`src/hdl/lkv_pkg.sv`:
```
// Shared types and constants for the LRU key/value cache.
// Holds the request codes, controller states and the control/status structs.
// No dependencies.
`default_nettype none

package lkv_pkg;

   // Fixed field widths
   localparam int CAP_BITS   = 5;
   localparam int COUNT_BITS = 32;

   // Capacity after reset
   localparam logic [CAP_BITS-1:0] CAP_RESET = 5'd16;

   // Counter saturation value
   localparam logic [COUNT_BITS-1:0] COUNT_MAX = '1;

   // Register index, taken from paddr bit 2
   localparam logic CSR_CAPACITY = 1'b0;

   // Request kinds
   typedef enum logic [1:0] {
      MODE_GET   = 2'd0,
      MODE_PUT   = 2'd1,
      MODE_CLEAR = 2'd2
   } mode_type;

   // Controller states
   typedef enum logic [1:0] {
      ST_IDLE,
      ST_LOOKUP,
      ST_UPDATE
   } state_type;

   // Commands from controller to datapath
   typedef struct packed {
      logic capture;   // load the request register
      logic lookup;    // register match, victim and free slot results
      logic commit;    // update entries and load the result register
   } lkv_cmd_type;

   // Status from datapath to controller
   typedef struct packed {
      logic rsp_busy;  // result register full and stalled
   } lkv_status_type;

endpackage

`default_nettype wire

```
`src/hdl/lkv_ctrl.sv`:
```
// Controller state machine for the LRU key/value cache.
// Sequences capture, lookup and update; depends on lkv_pkg.
`default_nettype none

module lkv_ctrl
   import lkv_pkg::*;
(
   input  wire logic           clock,
   input  wire logic           reset,
   input  wire logic           req_valid,
   output logic                req_stall,
   input  wire lkv_status_type status,
   output lkv_cmd_type         cmd
);

   state_type state_ff;
   state_type state_in;

   // State register
   always_ff @(posedge clock) begin
      if (reset) begin
         state_ff <= ST_IDLE;
      end else begin
         state_ff <= state_in;
      end
   end

   // Next state and commands
   always_comb begin
      state_in    = state_ff;
      req_stall   = 1'b1;
      cmd.capture = 1'b0;
      cmd.lookup  = 1'b0;
      cmd.commit  = 1'b0;
      case (state_ff)
         ST_IDLE: begin
            req_stall = 1'b0;
            if (req_valid) begin
               cmd.capture = 1'b1;
               state_in    = ST_LOOKUP;
            end
         end
         ST_LOOKUP: begin
            cmd.lookup = 1'b1;
            state_in   = ST_UPDATE;
         end
         ST_UPDATE: begin
            // finish once the result register can take the item
            if (!status.rsp_busy) begin
               cmd.commit = 1'b1;
               req_stall  = 1'b0;
               if (req_valid) begin
                  cmd.capture = 1'b1;
                  state_in    = ST_LOOKUP;
               end else begin
                  state_in = ST_IDLE;
               end
            end
         end
         default: begin
            state_in = ST_IDLE;
         end
      endcase
   end

endmodule

`default_nettype wire

```
`src/hdl/lkv_datapath.sv`:
```
// Datapath for the LRU key/value cache: entry registers, value memory,
// lookup results, age update, counters and the result register. Uses lkv_pkg.
`default_nettype none

module lkv_datapath
   import lkv_pkg::*;
#(
   parameter int ENTRIES    = 16,
   parameter int KEY_BITS   = 32,
   parameter int VALUE_BITS = 32
) (
   input  wire logic                  clock,
   input  wire logic                  reset,
   input  wire lkv_cmd_type           cmd,
   output lkv_status_type             status,
   input  wire logic [1:0]            req_mode,
   input  wire logic [KEY_BITS-1:0]   req_key,
   input  wire logic [VALUE_BITS-1:0] req_value,
   input  wire logic [CAP_BITS-1:0]   capacity,
   output logic                       rsp_valid,
   input  wire logic                  rsp_stall,
   output logic                       rsp_hit,
   output logic [VALUE_BITS-1:0]      rsp_read_value,
   output logic                       rsp_evicted,
   output logic [COUNT_BITS-1:0]      rsp_hit_total,
   output logic [COUNT_BITS-1:0]      rsp_miss_total
);

   localparam int IDX_W = (ENTRIES > 1) ? $clog2(ENTRIES) : 1;
   localparam int AGE_W = IDX_W;
   localparam int OCC_W = $clog2(ENTRIES + 1);
   localparam int CMP_W = (OCC_W > CAP_BITS) ? OCC_W : CAP_BITS;

   // Request register
   logic [1:0]            mode_ff;
   logic [KEY_BITS-1:0]   key_ff;
   logic [VALUE_BITS-1:0] value_ff;

   // Entry state
   logic [KEY_BITS-1:0]   keys_ff [ENTRIES];
   logic [VALUE_BITS-1:0] mem_values [ENTRIES];
   logic [ENTRIES-1:0]    valid_ff, valid_in;
   logic [AGE_W-1:0]      age_ff [ENTRIES];
   logic [AGE_W-1:0]      age_in [ENTRIES];
   logic [OCC_W-1:0]      occ_ff, occ_in;
   logic [COUNT_BITS-1:0] hits_ff, hits_in;
   logic [COUNT_BITS-1:0] misses_ff, misses_in;

   // Lookup results
   logic                  hit_ff;
   logic [IDX_W-1:0]      hit_slot_ff;
   logic [AGE_W-1:0]      hit_age_ff;
   logic                  evict_ff;
   logic [IDX_W-1:0]      old_slot_ff;
   logic                  ins_ok_ff;
   logic [IDX_W-1:0]      ins_slot_ff;
   logic [VALUE_BITS-1:0] rd_data_ff;

   // Result register
   logic                  rsp_valid_ff;
   logic                  rsp_hit_ff;
   logic [VALUE_BITS-1:0] rsp_read_value_ff;
   logic                  rsp_evicted_ff;
   logic [COUNT_BITS-1:0] rsp_hit_total_ff;
   logic [COUNT_BITS-1:0] rsp_miss_total_ff;

   // Lookup logic
   logic [ENTRIES-1:0] match;
   logic [ENTRIES-1:0] old_vec;
   logic [ENTRIES-1:0] free_vec;
   logic [IDX_W-1:0]   hit_slot;
   logic [IDX_W-1:0]   old_slot;
   logic [IDX_W-1:0]   ins_slot;
   logic [AGE_W-1:0]   oldest_age;
   logic [CMP_W-1:0]   cap_ext;
   logic [CMP_W-1:0]   eff_cap;
   logic               evict;

   // Update logic
   logic               key_wr;
   logic               mem_wr;
   logic [IDX_W-1:0]   mem_addr;

   // Request register
   always_ff @(posedge clock) begin
      if (cmd.capture) begin
         mode_ff  <= req_mode;
         key_ff   <= req_key;
         value_ff <= req_value;
      end
   end

   // Parallel key compare; the oldest valid entry has age occupancy-1
   assign oldest_age = AGE_W'(occ_ff - OCC_W'(1));

   always_comb begin
      for (int i = 0; i < ENTRIES; i++) begin
         match[i]   = valid_ff[i] && (keys_ff[i] == key_ff);
         old_vec[i] = valid_ff[i] && (age_ff[i] == oldest_age);
      end
   end

   // Effective capacity, clamped to 1..ENTRIES
   always_comb begin
      cap_ext = CMP_W'(capacity);
      if (cap_ext == '0) begin
         eff_cap = CMP_W'(1);
      end else if (cap_ext > CMP_W'(ENTRIES)) begin
         eff_cap = CMP_W'(ENTRIES);
      end else begin
         eff_cap = cap_ext;
      end
   end

   assign evict = (mode_ff == MODE_PUT) && !(|match) &&
                  (CMP_W'(occ_ff) >= eff_cap) && (occ_ff != '0);

   // Slots left free once the victim is gone
   assign free_vec = ~(valid_ff & ~(evict ? old_vec : '0));

   // Lowest-index encoders
   always_comb begin
      hit_slot = '0;
      old_slot = '0;
      ins_slot = '0;
      for (int i = ENTRIES - 1; i >= 0; i--) begin
         if (match[i]) hit_slot = IDX_W'(i);
         if (old_vec[i]) old_slot = IDX_W'(i);
         if (free_vec[i]) ins_slot = IDX_W'(i);
      end
   end

   // Lookup result registers
   always_ff @(posedge clock) begin
      if (cmd.lookup) begin
         hit_ff      <= |match;
         hit_slot_ff <= hit_slot;
         hit_age_ff  <= age_ff[hit_slot];
         evict_ff    <= evict;
         old_slot_ff <= old_slot;
         ins_ok_ff   <= |free_vec;
         ins_slot_ff <= ins_slot;
      end
   end

   // Entry update
   always_comb begin
      valid_in  = valid_ff;
      age_in    = age_ff;
      occ_in    = occ_ff;
      hits_in   = hits_ff;
      misses_in = misses_ff;
      key_wr    = 1'b0;
      mem_wr    = 1'b0;
      mem_addr  = hit_slot_ff;
      case (mode_type'(mode_ff))
         MODE_GET: begin
            if (hit_ff) begin
               for (int i = 0; i < ENTRIES; i++) begin
                  if (valid_ff[i] && (age_ff[i] < hit_age_ff)) begin
                     age_in[i] = age_ff[i] + AGE_W'(1);
                  end
               end
               age_in[hit_slot_ff] = '0;
               if (hits_ff != COUNT_MAX) hits_in = hits_ff + COUNT_BITS'(1);
            end else if (misses_ff != COUNT_MAX) begin
               misses_in = misses_ff + COUNT_BITS'(1);
            end
         end
         MODE_PUT: begin
            if (hit_ff) begin
               for (int i = 0; i < ENTRIES; i++) begin
                  if (valid_ff[i] && (age_ff[i] < hit_age_ff)) begin
                     age_in[i] = age_ff[i] + AGE_W'(1);
                  end
               end
               age_in[hit_slot_ff] = '0;
               mem_wr = 1'b1;
            end else begin
               if (evict_ff) begin
                  valid_in[old_slot_ff] = 1'b0;
                  age_in[old_slot_ff]   = '0;
                  occ_in                = occ_in - OCC_W'(1);
               end
               if (ins_ok_ff) begin
                  for (int i = 0; i < ENTRIES; i++) begin
                     if (valid_in[i]) age_in[i] = age_in[i] + AGE_W'(1);
                  end
                  valid_in[ins_slot_ff] = 1'b1;
                  age_in[ins_slot_ff]   = '0;
                  occ_in                = occ_in + OCC_W'(1);
                  key_wr                = 1'b1;
                  mem_wr                = 1'b1;
                  mem_addr              = ins_slot_ff;
               end
            end
         end
         MODE_CLEAR: begin
            valid_in  = '0;
            for (int i = 0; i < ENTRIES; i++) age_in[i] = '0;
            occ_in    = '0;
            hits_in   = '0;
            misses_in = '0;
         end
         default: begin
         end
      endcase
   end

   // Control state of the entries
   always_ff @(posedge clock) begin
      if (reset) begin
         valid_ff  <= '0;
         for (int i = 0; i < ENTRIES; i++) age_ff[i] <= '0;
         occ_ff    <= '0;
         hits_ff   <= '0;
         misses_ff <= '0;
      end else if (cmd.commit) begin
         valid_ff  <= valid_in;
         age_ff    <= age_in;
         occ_ff    <= occ_in;
         hits_ff   <= hits_in;
         misses_ff <= misses_in;
      end
   end

   // Key registers
   always_ff @(posedge clock) begin
      if (cmd.commit && key_wr) begin
         keys_ff[ins_slot_ff] <= key_ff;
      end
   end

   // Value memory: read during lookup, written during update
   always_ff @(posedge clock) begin
      if (cmd.lookup) begin
         rd_data_ff <= mem_values[hit_slot];
      end
   end

   always_ff @(posedge clock) begin
      if (cmd.commit && mem_wr) begin
         mem_values[mem_addr] <= value_ff;
      end
   end

   // Result register
   always_ff @(posedge clock) begin
      if (reset) begin
         rsp_valid_ff <= 1'b0;
      end else if (cmd.commit) begin
         rsp_valid_ff <= 1'b1;
      end else if (!rsp_stall) begin
         rsp_valid_ff <= 1'b0;
      end
   end

   always_ff @(posedge clock) begin
      if (cmd.commit) begin
         rsp_hit_ff        <= hit_ff && ((mode_ff == MODE_GET) || (mode_ff == MODE_PUT));
         rsp_read_value_ff <= (hit_ff && (mode_ff == MODE_GET)) ? rd_data_ff : '0;
         rsp_evicted_ff    <= evict_ff && !hit_ff && (mode_ff == MODE_PUT);
         rsp_hit_total_ff  <= hits_in;
         rsp_miss_total_ff <= misses_in;
      end
   end

   assign status.rsp_busy = rsp_valid_ff && rsp_stall;

   assign rsp_valid      = rsp_valid_ff;
   assign rsp_hit        = rsp_hit_ff;
   assign rsp_read_value = rsp_read_value_ff;
   assign rsp_evicted    = rsp_evicted_ff;
   assign rsp_hit_total  = rsp_hit_total_ff;
   assign rsp_miss_total = rsp_miss_total_ff;

endmodule

`default_nettype wire

```
`src/hdl/lru_key_value_cache.sv`:
```
// Fully associative LRU key/value cache, ENTRIES register entries.
// An item is captured, looked up (key compare) and then committed (age/entry
// update) into the result register; a new item is taken only as one commits.
// A stalled result holds the next item in its update cycle until taken.
// Reset (synchronous): entries invalid, ages, occupancy and counters zero,
// capacity 16; keys and values are not cleared and no clearing pass runs.
`default_nettype none

module lru_key_value_cache
   import lkv_pkg::*;
#(
   parameter int ENTRIES    = 16,
   parameter int KEY_BITS   = 32,
   parameter int VALUE_BITS = 32
) (
   input  wire logic                  clock,
   input  wire logic                  reset,
   // request channel
   input  wire logic                  req_valid,
   output logic                       req_stall,
   input  wire logic [1:0]            req_mode,
   input  wire logic [KEY_BITS-1:0]   req_key,
   input  wire logic [VALUE_BITS-1:0] req_value,
   // result channel
   output logic                       rsp_valid,
   input  wire logic                  rsp_stall,
   output logic                       rsp_hit,
   output logic [VALUE_BITS-1:0]      rsp_read_value,
   output logic                       rsp_evicted,
   output logic [COUNT_BITS-1:0]      rsp_hit_total,
   output logic [COUNT_BITS-1:0]      rsp_miss_total,
   // register port
   input  wire logic                  psel,
   input  wire logic                  penable,
   input  wire logic                  pwrite,
   input  wire logic [2:0]            paddr,
   input  wire logic [31:0]           pwdata,
   output logic [31:0]                prdata,
   output logic                       pready
);

   lkv_cmd_type          cmd;
   lkv_status_type       status;
   logic [CAP_BITS-1:0]  capacity_ff;

   // Capacity register
   always_ff @(posedge clock) begin
      if (reset) begin
         capacity_ff <= CAP_RESET;
      end else if (psel && penable && pwrite && (paddr[2] == CSR_CAPACITY)) begin
         capacity_ff <= pwdata[CAP_BITS-1:0];
      end
   end

   assign pready = 1'b1;
   assign prdata = (paddr[2] == CSR_CAPACITY) ? 32'(capacity_ff) : '0;

   lkv_ctrl u_ctrl (
      .clock     (clock),
      .reset     (reset),
      .req_valid (req_valid),
      .req_stall (req_stall),
      .status    (status),
      .cmd       (cmd)
   );

   lkv_datapath #(
      .ENTRIES    (ENTRIES),
      .KEY_BITS   (KEY_BITS),
      .VALUE_BITS (VALUE_BITS)
   ) u_datapath (
      .clock          (clock),
      .reset          (reset),
      .cmd            (cmd),
      .status         (status),
      .req_mode       (req_mode),
      .req_key        (req_key),
      .req_value      (req_value),
      .capacity       (capacity_ff),
      .rsp_valid      (rsp_valid),
      .rsp_stall      (rsp_stall),
      .rsp_hit        (rsp_hit),
      .rsp_read_value (rsp_read_value),
      .rsp_evicted    (rsp_evicted),
      .rsp_hit_total  (rsp_hit_total),
      .rsp_miss_total (rsp_miss_total)
   );

endmodule

`default_nettype wire

```
`config.mk`:
```
export PLATFORM = sky130hd
export DESIGN_NAME = lru_key_value_cache
export DESIGN_NICKNAME = d
export VERILOG_FILES = /design/src/hdl/lkv_pkg.sv /design/src/hdl/lkv_ctrl.sv /design/src/hdl/lkv_datapath.sv /design/src/hdl/lru_key_value_cache.sv
export SDC_FILE = /design/constraint.sdc
export NUM_CORES = 2
export LEC_CHECK = 0
export BUFFER_PORTS_ARGS = -buffer_cell sky130_fd_sc_hd__buf_2
export CAP_MARGIN = 20
export CORE_AREA = 2 2 272 543
export CTS_CLUSTER_DIAMETER = 30
export CTS_CLUSTER_SIZE = 28
export DETAILED_ROUTE_END_ITERATION = 16
export DIE_AREA = 0 0 274 545
export RECOVER_POWER = 50
export SYNTH_ARGS = -nofsm -noshare
export SYNTH_HDL_FRONTEND = slang
export SYNTH_SLANG_ARGS = --single-unit
```
`constraint.sdc`:
```
create_clock -name clock -period 6.1 [get_ports clock]
set_input_delay 1.22 -clock clock [delete_from_list [all_inputs] [get_ports clock]]
set_output_delay 1.22 -clock clock [all_outputs]
set_load 0.1 [all_outputs]
```
==> results.md <==
| Stage | Result | This run |
|---|---|---|
| clocking | CTS tree | yes |
| setup path | RR Startpoint | u_datapath.key_ff[4] |
| synthesis | Number of enable flip-flop cells after synthesis | 1239 |
| synthesis | Instance count of the mapped netlist | 5233 |
| cells and area | Most common cell after layout, fill and taps aside | sky130_fd_sc_hd__edfxtp_1 |
| routing | Detailed-router iteration count before antenna repair | 5 |
| power | Worst voltage drop across the vdd grid | 254.8 uV |
| synthesis | Warnings, synthesis | 0 |
| floorplan | Std-Cell Rows | 198 |
| sta | Unrepaired setup endpoints after global routing | false |
| setup path | CP Data Required Time | 6.65 ns |
| clocking | Insertion delay to the later sink of the worst-skew pair | 0.84 ns |
| routing | Wirelength per Cell | 25.60 um |
| cells and area | Core utilization of the finished layout | 51.78% |
| clocking | Number of gates given a new drive strength after cts | 0 |
| cells and area | Fin nets | 5679 |
| hold path | Count of cells along the worst hold path | 2 |
| setup path | Category of the critical setup timing path | reg -> reg |
| synthesis | Leading post-synthesis cells by cell area | sky130_fd_sc_hd__edfxtp_1, sky130_fd_sc_hd__xor2_1, sky130_fd_sc_hd__dfxtp_1 |
| floorplan | Core Footprint | 145200 um2 |
| placement | DPL Wire Length | 128.8 mm |
| placement | Placement Setup Slack | 1.029 ns |
| routing | Average via count per standard cell | 5.785 |
| synthesis | Number of register bits inferred by synthesis | 1396 |
| global route | Largest net degree at the start of global routing | 107 |
| synthesis | Sequential share of the synthesized area | 62.07% |
| sta | Total negative slack for setup checks | 0 ns |
| sta | # setup viols final | 0 |
| clocking | Number of buffers inserted by hold repair at cts | 0 |
| cells and area | Area taken by flip-flops and latches | 40350 um2 |
| setup path | Signal arrival time at the worst endpoint | 6.05 ns |
| placement | Number of port buffers | 183 |
| cells and area | Fill cells | 12.55k |
| hold path | HP Class | reg -> reg |
| cells and area | Ratio of cells with drive above 1 in the final layout | 10.98% |
| sta | Slew at the pin closest to its max-slew limit | 4.647 ns |
| setup path | Setup crit start kind | flip-flop |
| clocking | Post-CTS Setup Bufs | 0 |
| floorplan | Area of the die | 149300 um2 |
| sta | Period utilization | 90.12% |
| synthesis | Netlist area before placement | 65010 um2 |
| routing | Final routed DRC violation total | 0 |
| hold path | Hold path startpoint | u_datapath.hits_ff[9] |
| clocking | Clk pin slew, worst setup/hold paths | 0.06 ns |
| sta | Post-Route Skew | 0.06814 ns |
| run status | Run status | complete, but fails checks |
| cells and area | Area of the multi-input gates | 23130 um2 |
| clocking | Buffer depth of the longest clock path | 4 |
| hold path | End of the worst hold path | u_datapath.hits_ff[9] |
| power | Power density relative to cell area | 309.7 nW/um2 |
| power | Static power due to leakage | 0.02703 uW |
| synthesis | Top flip-flop cell by instance count after synthesis | sky130_fd_sc_hd__edfxtp_1 |
| sta | Slew headroom | -209.8% |
| clocking | Total clock buffers created by CTS | 195 |
| global route | Leftover overflow at the end of global routing | 0 |
| global route | Vias in the first global route | 43.27k |
| clocking | Number of levels the H-tree was split into | 4 |
| sta | Hold Vio Cnt, Final | 0 |
| sta | Final-layout worst hold slack | 0.4851 ns |
| setup path | Flop-to-flop setup slack | 0.60 ns |
| synthesis | Count of unique library cells instantiated by Yosys | 73 |
| floorplan | Floorplan die width | 274 um |
| setup path | Largest driver fanout on the critical path | 49 |
| sta | Max Clock Freq | 181.9 MHz |
| setup path | Worst setup EP type | flip-flop |
| synthesis | FFs w/ async S/R, synth | 0% |
| cells and area | Top library cells by usage in the layout, fill and taps aside | sky130_fd_sc_hd__edfxtp_1, sky130_fd_sc_hd__xor2_1, sky130_fd_sc_hd__nor2_1, sky130_fd_sc_hd__nand2_1, sky130_fd_sc_hd__mux2i_1 |
| cells and area | Area Growth Syn to Fin | 15.64% |
| synthesis | Average instance area after synthesis | 12.42 um2 |
| routing | Final ANT Viol Nets | 0 |
| sta | Shortest clock period the worst path allows after layout | 5.497 ns |
| run status | Violations in the final reports | capacitance limit, slew limit |
| clocking | Clk root buf | sky130_fd_sc_hd__clkbuf_16 |
| sta | PnR worst setup slack | 0.6026 ns |
| clocking | Sink count of the clock tree | 1396 |
| routing | Total detailed-routing wirelength | 193.0 mm |
| placement | GP Congestion | 0.9549 |
| setup path | Worst R2R Path Depth | 14 |
| floorplan | Height of the chip | 545 um |
| setup path | Critical Path Start | u_datapath.key_ff[4] |
| run | Number of max-capacitance violations reported | 6 |
| power | Sum of internal, switching and leakage power | 23280 uW |
| synthesis | Post-synth top area share | 57.23% |
| sta | Slew Limit Fails | 360 |
| floorplan | Initial standard-cell utilization of the core | 44.78% |
| floorplan | Number of ports placed on the die boundary | 241 |
| routing | Routed vias | 43.61k |
| routing | Violation count after the first detailed-routing iteration | 3168 |
| global route | Antenna violations before repair | 4 |
| synthesis | Top cell type by total area after synthesis | sky130_fd_sc_hd__edfxtp_1 |
| global route | Combined global-route utilization of all metal layers | 25.48% |
| setup path | R2r endpoint | u_datapath.hit_age_ff[2] |
| global route | Global-route wire length before repair | 279.3 mm |
## critical path, cell delays in order (launching register included)
cell	delay, ns
sky130_fd_sc_hd__edfxtp_1	0.73
sky130_fd_sc_hd__clkbuf_1	0.86
sky130_fd_sc_hd__xnor2_1	0.24
sky130_fd_sc_hd__nand4b_1	0.16
sky130_fd_sc_hd__nor4b_2	0.38
sky130_fd_sc_hd__and4_1	0.35
sky130_fd_sc_hd__o21ai_1	0.09
sky130_fd_sc_hd__a311o_1	0.45
sky130_fd_sc_hd__a221oi_4	0.38
sky130_fd_sc_hd__buf_12	0.20
sky130_fd_sc_hd__buf_12	0.27
sky130_fd_sc_hd__mux2i_1	0.70
sky130_fd_sc_hd__a22oi_1	0.14
sky130_fd_sc_hd__o21ai_1	0.16
sky130_fd_sc_hd__nor2_1	0.07
## cell families after synthesis
family,count (synthesis),synth area share [%]
compound gates,692,6.600
buf+inv,401,2.929
simple gates,1740,13.83
fa+ha+maj,93,1.790
flops,1396,62.07
mux,265,4.080
xor+xnor,644,8.697
other cells,2,0.01155
## Yosys cell counts, drive strengths merged (50+ instances only)
cell type	count
a21oi	156
ha	93
inv	50
a22oi	122
xnor2	229
clkbuf	194
dfxtp	157
nor3	224
and3	50
mux2i	265
nand2	311
nor2	392
nand3	153
or3	56
buf	157
nand4	98
nor2b	56
xor2	414
edfxtp	1239
nor4	163
o21ai	255
nand2b	54
## per-stage QoR
step,area [um2],cells
6_report,75180,7538
3_3_place_gp,68820,7180
3_5_place_dp,68820,7180
5_1_grt,75180,7537
4_1_cts,75540,7535
2_1_floorplan,65110,5259
## report_power, final
| group | leakage [uW] | internal [uW] | switching (uW) |
|---|---|---|---|
| registers | 0.0126 | 10500 | 160 |
| clock network | 0.00323 | 6920 | 4660 |
| logic | 0.0113 | 272 | 794 |
## state kept, by name, summed over array words and instances, names as in the netlist, 2 cells and up
name	flops
u_datapath.hit_slot_ff	4
u_datapath.value_ff	32
capacity_ff	5
u_datapath.hits_ff	32
u_datapath.keys_ff	512
u_datapath.key_ff	32
u_datapath.old_slot_ff	4
u_datapath.rsp_hit_total	32
u_datapath.rsp_read_value	32
u_datapath.rsp_miss_total	32
u_datapath.misses_ff	32
u_ctrl.state_ff	2
u_datapath.hit_age_ff	4
u_datapath.mode_ff	2
u_datapath.occ_ff	5
u_datapath.age_ff	64
u_datapath.valid_ff	16
u_datapath.ins_slot_ff	4
u_datapath.rd_data_ff	32
u_datapath.mem_values	512
## metal layers
| layer | GRT usage [%] | up-vias | routed length [um] | part of all wire, % |
|---|---|---|---|---|
| met4 | 17.94 | 0 | 15110 | 7.8 |
| li1 | - | 19974 | - | - |
| met5 | 0 | - | 0 | 0 |
| met1 | 25.82 | 21574 | 66190 | 34 |
| met3 | 3.320 | 572 | 8940 | 4.6 |
| met2 | 47.66 | 1488 | 102700 | 53 |
## layout make-up
class / count / area share [%]
Inverter: 50 / 0.2513
Tap cell: 1900 / 3.162
Clock buffer: 219 / 6.764
Multi-Input combinational cell: 3462 / 30.77
Antenna cell: 2 / 0.006657
Sequential cell: 1396 / 53.67
Clock inverter: 136 / 2.179
Timing Repair Buffer: 373 / 3.195
## worst max-delay path by stage
stage                     slack (ns)                         to  depth (start not counted)
after global routing            0.40   u_datapath.rd_data_ff[8]                         15
after detailed placement        1.03   u_datapath.rd_data_ff[8]                         12
after CTS                       1.05  u_datapath.rd_data_ff[24]                         14
final                           0.60   u_datapath.hit_age_ff[2]                         14
after global placement          1.09   u_datapath.rd_data_ff[8]                         12
after floorplan                 1.07     u_datapath.rsp_evicted                          5
Note: power is estimated with default switching activity, not from simulation.
